**config.mk**
```make
export PLATFORM = sky130hd
export DESIGN_NAME = phase_angle_triac_dimmer_top
export DESIGN_NICKNAME = d
export VERILOG_FILES = /design/src/rtl/core/ptd_pkg.sv /design/src/rtl/core/ptd_front.sv /design/src/rtl/core/ptd_queue.sv /design/src/rtl/core/ptd_back.sv /design/src/rtl/core/phase_angle_triac_dimmer_top.sv
export SDC_FILE = /design/constraint.sdc
export NUM_CORES = 1
export LEC_CHECK = 0
export BUFFER_PORTS_ARGS = -buffer_cell sky130_fd_sc_hd__buf_4
export CORE_MARGIN = 2
export CORE_UTILIZATION = 40
export CTS_BUF_LIST = sky130_fd_sc_hd__clkbuf_4 sky130_fd_sc_hd__clkbuf_8 sky130_fd_sc_hd__clkbuf_16
export CTS_CLUSTER_DIAMETER = 200
export DETAILED_ROUTE_END_ITERATION = 12
export GPL_TIMING_DRIVEN = 0
export PLACE_DENSITY = 0.58
export RECOVER_POWER = 100
export SLEW_MARGIN = 15
export SYNTH_ARGS = -nofsm -noshare
export SYNTH_HDL_FRONTEND = slang
export SYNTH_HIERARCHICAL = 1
export SYNTH_SLANG_ARGS = --single-unit
```
**constraint.sdc**
```tcl
create_clock -name clk -period 24.4 [get_ports clk]
set_clock_uncertainty 0.2 [all_clocks]
set_input_delay 2.44 -clock clk [delete_from_list [all_inputs] [get_ports clk]]
set_output_delay 2.44 -clock clk [all_outputs]
set_load 0.05 [all_outputs]
```
**src/rtl/core/ptd_pkg.sv**
```systemverilog
// Shared types and constants for the phase-angle TRIAC dimmer.
package ptd_pkg;

  localparam int TICK_WIDTH = 16;
  localparam int CFG_W      = 16;
  localparam int LEVEL_W    = 7;
  localparam int PROD_W     = LEVEL_W + CFG_W;
  localparam int QDEPTH     = 2;
  localparam int QPTR_W     = 1;
  localparam int QCNT_W     = 2;

  localparam logic [CFG_W-1:0]   HALF_WAVE_RESET = 16'd10000;
  localparam logic [CFG_W-1:0]   PULSE_RESET     = 16'd100;
  localparam logic [LEVEL_W-1:0] FULL_LEVEL      = 7'd100;

  // floor(x/100) ~ (x * RECIP) >> RECIP_SHIFT, low by at most one
  localparam int RECIP_W     = 16;
  localparam int RECIP_SHIFT = 22;
  localparam logic [RECIP_W-1:0] RECIP = 16'd41943;
  localparam int SCALED_W    = PROD_W + RECIP_W;

  localparam logic CFG_HALF_WAVE  = 1'b0;
  localparam logic CFG_GATE_PULSE = 1'b1;

  typedef enum logic [1:0] {
    ACT_TICK  = 2'd0,
    ACT_ZC    = 2'd1,
    ACT_LEVEL = 2'd2,
    ACT_NONE  = 2'd3
  } act_t;

  typedef enum logic [1:0] {
    OP_TICK,
    OP_ZC_DELAY,
    OP_ZC_FULL,
    OP_HOLD
  } op_t;

  typedef struct packed {
    op_t                   op;
    logic [TICK_WIDTH-1:0] point;
  } ptd_cmd_t;

  typedef struct packed {
    logic gate;
    logic armed;
    logic pulse;
  } ptd_status_t;

endpackage

```
**src/rtl/core/ptd_front.sv**
```systemverilog
// Front end: accepts items, tracks the dim level, computes the firing delay.
module ptd_front (
  input  logic                      clk,
  input  logic                      rst_n,
  input  logic                      in_valid,
  output logic                      in_ready,
  input  logic [1:0]                in_action,
  input  logic [7:0]                in_level,
  input  logic [ptd_pkg::CFG_W-1:0] half_wave,
  output logic                      cmd_valid,
  output ptd_pkg::ptd_cmd_t         cmd,
  input  logic                      cmd_ready
);
  import ptd_pkg::*;

  logic [LEVEL_W-1:0]   level_r, level_nxt;
  logic                 s1_valid_r, s2_valid_r;
  op_t                  s1_op_r, s1_op_nxt, s2_op_r;
  logic [PROD_W-1:0]    s1_prod_r, s2_prod_r;
  logic [CFG_W-1:0]     s2_q0_r;
  logic [SCALED_W-1:0]  scaled;
  logic [PROD_W-1:0]    qx100, rem;
  logic [CFG_W-1:0]     quot, point;
  logic                 adv;

  assign adv       = !s2_valid_r || cmd_ready;
  assign in_ready  = adv;
  assign cmd_valid = s2_valid_r;

  always_comb begin
    level_nxt = level_r;
    s1_op_nxt = OP_HOLD;
    unique case (act_t'(in_action))
      ACT_TICK: s1_op_nxt = OP_TICK;
      ACT_ZC: begin
        if (level_r >= FULL_LEVEL) s1_op_nxt = OP_ZC_FULL;
        else if (level_r != '0)    s1_op_nxt = OP_ZC_DELAY;
      end
      ACT_LEVEL: begin
        level_nxt = (in_level > 8'(FULL_LEVEL)) ? FULL_LEVEL : in_level[LEVEL_W-1:0];
      end
      ACT_NONE: s1_op_nxt = OP_HOLD;
      default:  s1_op_nxt = OP_HOLD;
    endcase
  end

  always_ff @(posedge clk) begin
    if (!rst_n) begin
      level_r    <= '0;
      s1_valid_r <= 1'b0;
      s2_valid_r <= 1'b0;
    end else if (adv) begin
      s1_valid_r <= in_valid;
      s2_valid_r <= s1_valid_r;
      if (in_valid) level_r <= level_nxt;
    end
  end

  assign scaled = SCALED_W'(s1_prod_r) * SCALED_W'(RECIP);

  always_ff @(posedge clk) begin
    if (adv) begin
      s1_op_r   <= s1_op_nxt;
      s1_prod_r <= PROD_W'(level_r) * PROD_W'(half_wave);
      s2_op_r   <= s1_op_r;
      s2_prod_r <= s1_prod_r;
      s2_q0_r   <= CFG_W'(scaled >> RECIP_SHIFT);
    end
  end

  assign qx100 = PROD_W'(s2_q0_r) * PROD_W'(100);
  assign rem   = s2_prod_r - qx100;
  assign quot  = s2_q0_r + CFG_W'(rem >= PROD_W'(100));
  assign point = half_wave - quot;

  assign cmd.op    = s2_op_r;
  assign cmd.point = TICK_WIDTH'(point);

endmodule

```
**src/rtl/core/ptd_queue.sv**
```systemverilog
// Two-entry command queue between front and back.
module ptd_queue (
  input  logic                       clk,
  input  logic                       rst_n,
  input  logic                       push_valid,
  output logic                       push_ready,
  input  ptd_pkg::ptd_cmd_t          push_cmd,
  output logic                       pop_valid,
  input  logic                       pop_ready,
  output ptd_pkg::ptd_cmd_t          pop_cmd,
  output logic [ptd_pkg::QCNT_W-1:0] fill
);
  import ptd_pkg::*;

  ptd_cmd_t            mem_r [QDEPTH];
  logic [QPTR_W-1:0]   wr_ptr_r, rd_ptr_r;
  logic [QCNT_W-1:0]   cnt_r, cnt_nxt;
  logic                push, pop;

  assign push_ready = cnt_r != QCNT_W'(QDEPTH);
  assign pop_valid  = cnt_r != '0;
  assign push       = push_valid && push_ready;
  assign pop        = pop_valid && pop_ready;
  assign pop_cmd    = mem_r[rd_ptr_r];
  assign fill       = cnt_r;

  always_comb begin
    cnt_nxt = cnt_r;
    if (push && !pop)      cnt_nxt = cnt_r + 1'b1;
    else if (pop && !push) cnt_nxt = cnt_r - 1'b1;
  end

  always_ff @(posedge clk) begin
    if (!rst_n) begin
      wr_ptr_r <= '0;
      rd_ptr_r <= '0;
      cnt_r    <= '0;
    end else begin
      cnt_r <= cnt_nxt;
      if (push) wr_ptr_r <= wr_ptr_r + 1'b1;
      if (pop)  rd_ptr_r <= rd_ptr_r + 1'b1;
    end
  end

  always_ff @(posedge clk) begin
    if (push) mem_r[wr_ptr_r] <= push_cmd;
  end

endmodule

```
**src/rtl/core/ptd_back.sv**
```systemverilog
// Back end: tick counter, gate alarm and result register.
module ptd_back (
  input  logic                      clk,
  input  logic                      rst_n,
  input  logic                      cmd_valid,
  output logic                      cmd_ready,
  input  ptd_pkg::ptd_cmd_t         cmd,
  input  logic [ptd_pkg::CFG_W-1:0] gate_pulse,
  output logic                      out_valid,
  input  logic                      out_ready,
  output logic                      out_gate,
  output logic                      out_alarm_armed,
  output ptd_pkg::ptd_status_t      status
);
  import ptd_pkg::*;

  logic [TICK_WIDTH-1:0] tick_r, tick_nxt, tick_inc;
  logic [TICK_WIDTH-1:0] point_r, point_nxt;
  logic                  armed_r, armed_nxt;
  logic                  pulse_r, pulse_nxt;
  logic                  gate_r, gate_nxt;
  logic                  out_valid_r;
  logic                  out_gate_r, out_armed_r;
  logic                  pop;

  assign cmd_ready = !out_valid_r || out_ready;
  assign pop       = cmd_valid && cmd_ready;
  assign tick_inc  = tick_r + 1'b1;

  always_comb begin
    tick_nxt  = tick_r;
    point_nxt = point_r;
    armed_nxt = armed_r;
    pulse_nxt = pulse_r;
    gate_nxt  = gate_r;
    case (cmd.op)
      OP_TICK: begin
        tick_nxt = tick_inc;
        if (armed_r && tick_inc == point_r) begin
          if (!pulse_r) begin
            gate_nxt  = 1'b1;
            pulse_nxt = 1'b1;
            tick_nxt  = '0;
            point_nxt = TICK_WIDTH'(gate_pulse);
          end else begin
            gate_nxt  = 1'b0;
            pulse_nxt = 1'b0;
            armed_nxt = 1'b0;
          end
        end
      end
      OP_ZC_DELAY: begin
        tick_nxt  = '0;
        point_nxt = cmd.point;
        armed_nxt = 1'b1;
      end
      OP_ZC_FULL: begin
        gate_nxt  = 1'b1;
        tick_nxt  = '0;
        point_nxt = TICK_WIDTH'(gate_pulse);
        armed_nxt = 1'b1;
      end
      default: ;
    endcase
  end

  always_ff @(posedge clk) begin
    if (!rst_n) begin
      tick_r      <= '0;
      point_r     <= TICK_WIDTH'(HALF_WAVE_RESET);
      armed_r     <= 1'b0;
      pulse_r     <= 1'b0;
      gate_r      <= 1'b0;
      out_valid_r <= 1'b0;
    end else begin
      if (pop) begin
        tick_r  <= tick_nxt;
        point_r <= point_nxt;
        armed_r <= armed_nxt;
        pulse_r <= pulse_nxt;
        gate_r  <= gate_nxt;
      end
      if (cmd_ready) out_valid_r <= cmd_valid;
    end
  end

  always_ff @(posedge clk) begin
    if (pop) begin
      out_gate_r  <= gate_nxt;
      out_armed_r <= armed_nxt;
    end
  end

  assign out_valid       = out_valid_r;
  assign out_gate        = out_gate_r;
  assign out_alarm_armed = out_armed_r;

  assign status.gate  = gate_r;
  assign status.armed = armed_r;
  assign status.pulse = pulse_r;

endmodule

```
**src/rtl/core/phase_angle_triac_dimmer_top.sv**
```systemverilog
// Top level of the phase-angle TRIAC dimmer: config registers, front, queue, back.
//
//   channel | ports                                   | direction
//   in      | in_valid/in_ready, in_action, in_level  | item in
//   out     | out_valid/out_ready, out_gate,          | result out
//           | out_alarm_armed                         |
//   cfg     | cfg_we, cfg_index, cfg_wdata            | register write
//
// One item per cycle sustained while out_ready does not stall the result.
// The front runs a registered delay pipeline (two multiplies, one correction).
// A two-entry queue and the result register let front and back stall apart.
// Synchronous active-low reset clears control state and loads register defaults.
module phase_angle_triac_dimmer_top (
  input  logic                      clk,
  input  logic                      rst_n,
  input  logic                      in_valid,
  output logic                      in_ready,
  input  logic [1:0]                in_action,
  input  logic [7:0]                in_level,
  output logic                      out_valid,
  input  logic                      out_ready,
  output logic                      out_gate,
  output logic                      out_alarm_armed,
  input  logic                      cfg_we,
  input  logic                      cfg_index,
  input  logic [ptd_pkg::CFG_W-1:0] cfg_wdata
);
  import ptd_pkg::*;

  logic [CFG_W-1:0] half_wave_r, gate_pulse_r;
  logic             f_valid, f_ready;
  ptd_cmd_t         f_cmd;
  logic             b_valid, b_ready;
  ptd_cmd_t         b_cmd;
  logic [QCNT_W-1:0] q_fill;
  ptd_status_t      st;

  always_ff @(posedge clk) begin
    if (!rst_n) begin
      half_wave_r  <= HALF_WAVE_RESET;
      gate_pulse_r <= PULSE_RESET;
    end else if (cfg_we) begin
      unique case (cfg_index)
        CFG_HALF_WAVE:  half_wave_r  <= cfg_wdata;
        CFG_GATE_PULSE: gate_pulse_r <= cfg_wdata;
        default: ;
      endcase
    end
  end

  ptd_front u_front (
    .clk       (clk),
    .rst_n     (rst_n),
    .in_valid  (in_valid),
    .in_ready  (in_ready),
    .in_action (in_action),
    .in_level  (in_level),
    .half_wave (half_wave_r),
    .cmd_valid (f_valid),
    .cmd       (f_cmd),
    .cmd_ready (f_ready)
  );

  ptd_queue u_queue (
    .clk        (clk),
    .rst_n      (rst_n),
    .push_valid (f_valid),
    .push_ready (f_ready),
    .push_cmd   (f_cmd),
    .pop_valid  (b_valid),
    .pop_ready  (b_ready),
    .pop_cmd    (b_cmd),
    .fill       (q_fill)
  );

  ptd_back u_back (
    .clk             (clk),
    .rst_n           (rst_n),
    .cmd_valid       (b_valid),
    .cmd_ready       (b_ready),
    .cmd             (b_cmd),
    .gate_pulse      (gate_pulse_r),
    .out_valid       (out_valid),
    .out_ready       (out_ready),
    .out_gate        (out_gate),
    .out_alarm_armed (out_alarm_armed),
    .status          (st)
  );

`ifndef ASSERT_OFF
  a_pulse_armed: assert property (@(posedge clk) disable iff (!rst_n)
    st.pulse |-> st.armed)
    else $error("pulse active without armed alarm");

  a_release_disarms: assert property (@(posedge clk) disable iff (!rst_n)
    $fell(st.gate) |-> (!st.armed && !st.pulse))
    else $error("gate released while alarm still pending");

  a_queue_bound: assert property (@(posedge clk) disable iff (!rst_n)
    q_fill <= QCNT_W'(QDEPTH))
    else $error("command queue overflow");
`endif

endmodule

```
==> run_results.csv <==
group,metric,value,unit
grt,grt_start_max_net_pins,61,
floorplanning,start_util,40.37,%
routing,ant_nets,0,
pwr,clockPowerShare,9.3,%
synthesis,avgSynthCellArea,10.15,sq um
critical_path,crit_slowest_cell,"or4_1",
floorplanning,rows,84,
critical_path,critPathRequiredTime,24500,ps
timing,slew_viol_final,61,
pwr,switchingPower,1.522,mW
floorplanning,core,52450,sq um
cts,postCtsResizedCells,0,
timing,period_needed,9678,ps
place,place_hpwl,39.58,mm
timing,maxClockFrequency,0.1033,GHz
critical_path,crit_path_frequent_cell,"a21oi_1",
critical_path,path_delay_family,"compound AO/OA/AOI/OAI gates",
timing,timing.final.crit_share,39.66,%
cells_and_area,syn2layout_area_growth,7.647,%
grt,antenna_found_initial,0,
pwr,leakage,11.10,nW
cells_and_area,drive_gt1_share,6.267,%
grt,overflow,0,
pwr,p_int,1.555,mW
critical_path,crit_arrival,9780,ps
routing,wl_per_cell,17.22,microns
floorplanning,die_x,234.1,microns
floorplanning,die_h,234.1,microns
pwr,power_frac_comb,74.7,%
floorplanning,fp.dieArea,54780,sq um
timing,setup_tns,0,ps
synthesis,ys_warn_count,6,
cts,cts_tree,"done",
cts,clock_sinks,184,
cells_and_area,utilization,43.46,%
place,place.gp.congestion,0.8859,
outcome,status,"finished, violations left",
cts,cts_made_buffers,17,
grt,grt_pass1_vias,15435,
critical_path,critPathBufInv,1,
outcome,violations,"max-capacitance violations, max-slew violations",
routing,via_per_inst,5.184,
routing,drtPass1Iterations,5,
routing,drtIter0Drc,910,
routing,drcViolationCount,0,
pwr,fin_total_pwr,3.077,mW
pwr,sw_frac_of_total,49.46,%
cts,post-cts-setup-buffers,0,
worst_hold_path,min_path_type,"reg -> reg",
cts,root_buffer,"clkbuf_16",
cts,cts.path.max_buffers,2,
cells_and_area,layout_common_cells,"inv_1 (339), ha_1 (325), fa_1 (237)",
critical_path,crit_type,"reg -> reg",
routing,wl,48.96,mm
grt,grtUsageTotal,18.72,%
critical_path,reg2reg_slack,14720,ps
timing,worst_pin_slew,3419,ps
timing,setup-violations-final,0,
place,port_buffers,35,
pwr,p_seq_share,16.1,%
floorplanning,io_pins,36,
synthesis,synthCells,2086,
pwr,powerDensity,135.0,nW/um^2
synthesis,synth_area,21170,sq um
grt,grt_pass1_wl,79.96,mm
timing,hold_viol,0,
cells_and_area,final_common_cell,"inv_1",
critical_path,crit_path_start_kind,"register",
critical_path,critPathMaxStageDelay,580,ps
cells_and_area,nNetsFinal,2735,
routing,vias,14739,
critical_path,cp_max_fo,4,
flow_run,drv_cap,1,
pwr,ir_worst_vdd,0.0001265,V
cts,clkLatencyLatePin,450,ps
critical_path,endpoint_kind,"register",
timing,relSlewSlack,-128.0,%
cts,path_clk_slew,80,ps
cts,htree_levels,4,
timing,rsz0062_at_grt,"false",
synthesis,syn_nets,2680,
cts,ctsHoldBuffers,0,
-- per-stage QoR --
| step | worst slack [ps] | std cells | area (sq um) | hold WS (ps) |
|---|---|---|---|---|
| global route | 14050 | 2842 | 22790 | 224.4 |
| global placement | 14900 | 2809 | 22300 | 208.7 |
| detailed placement | 14870 | 2810 | 22330 | 206.6 |
| floorplan | 15990 | 2086 | 21170 | 200.3 |
| finish | 14720 | 2843 | 22790 | 223.6 |
| CTS | 14820 | 2842 | 22930 | 223.7 |
-- state kept, by name, summed over array words and instances, names as in the netlist, 7 cells and up, named ones only --
register           flops
u_queue/mem_r         36
u_front/level_r        7
half_wave_r           16
u_back/tick_r         16
u_front/s1_prod_r     23
gate_pulse_r          16
u_front/s2_q0_r       16
u_back/point_r        16
u_front/s2_prod_r     21
-- path summary, 6_finish.rpt --
kind	startpoint	to	cells after the start
setup reg to reg	u_front/s2_q0_r[3]	u_queue/mem_r[1][12]	36
hold reg to reg	u_front/s1_op_r[1]	u_front/s2_op_r[1]	0
setup / recovery	u_front/s2_q0_r[3]	u_queue/mem_r[1][12]	36
hold / removal	u_front/s1_op_r[1]	u_front/s2_op_r[1]	0
-- routing by layer --
metal / track usage, % / vias up / wire length (microns)
li1: - / 7173 / -
met1: 25.74 / 7330 / 23170
met2: 32.03 / 193 / 23860
met3: 1.763 / 43 / 1212
met4: 3.975 / 0 / 720
met5: 0 / - / 0
-- layout make-up --
cell class,instances,area [sq um]
tap,688,860.8
fill,4996,29650
multi-input combinational,1499,14790
antenna,1,2.502
sequential,184,4705
clock inverter,13,143.9
clock buffer,19,457.9
inverter,341,1281
buffer,62,309.0
timing repair buffer,36,244.0
-- power by group through the flow --
stage | Clock (mW) | Combinational (mW) | Sequential, mW
final | 0.285 | 2.30 | 0.495
after global routing | 0.302 | 2.61 | 0.501
after CTS | 0.290 | 2.33 | 0.496
after detailed placement | 0 | 2.31 | 0.502
after global placement | 0 | 2.26 | 0.502
after floorplan | 0 | 1.79 | 0.472
(Power assumes the default switching activity.)
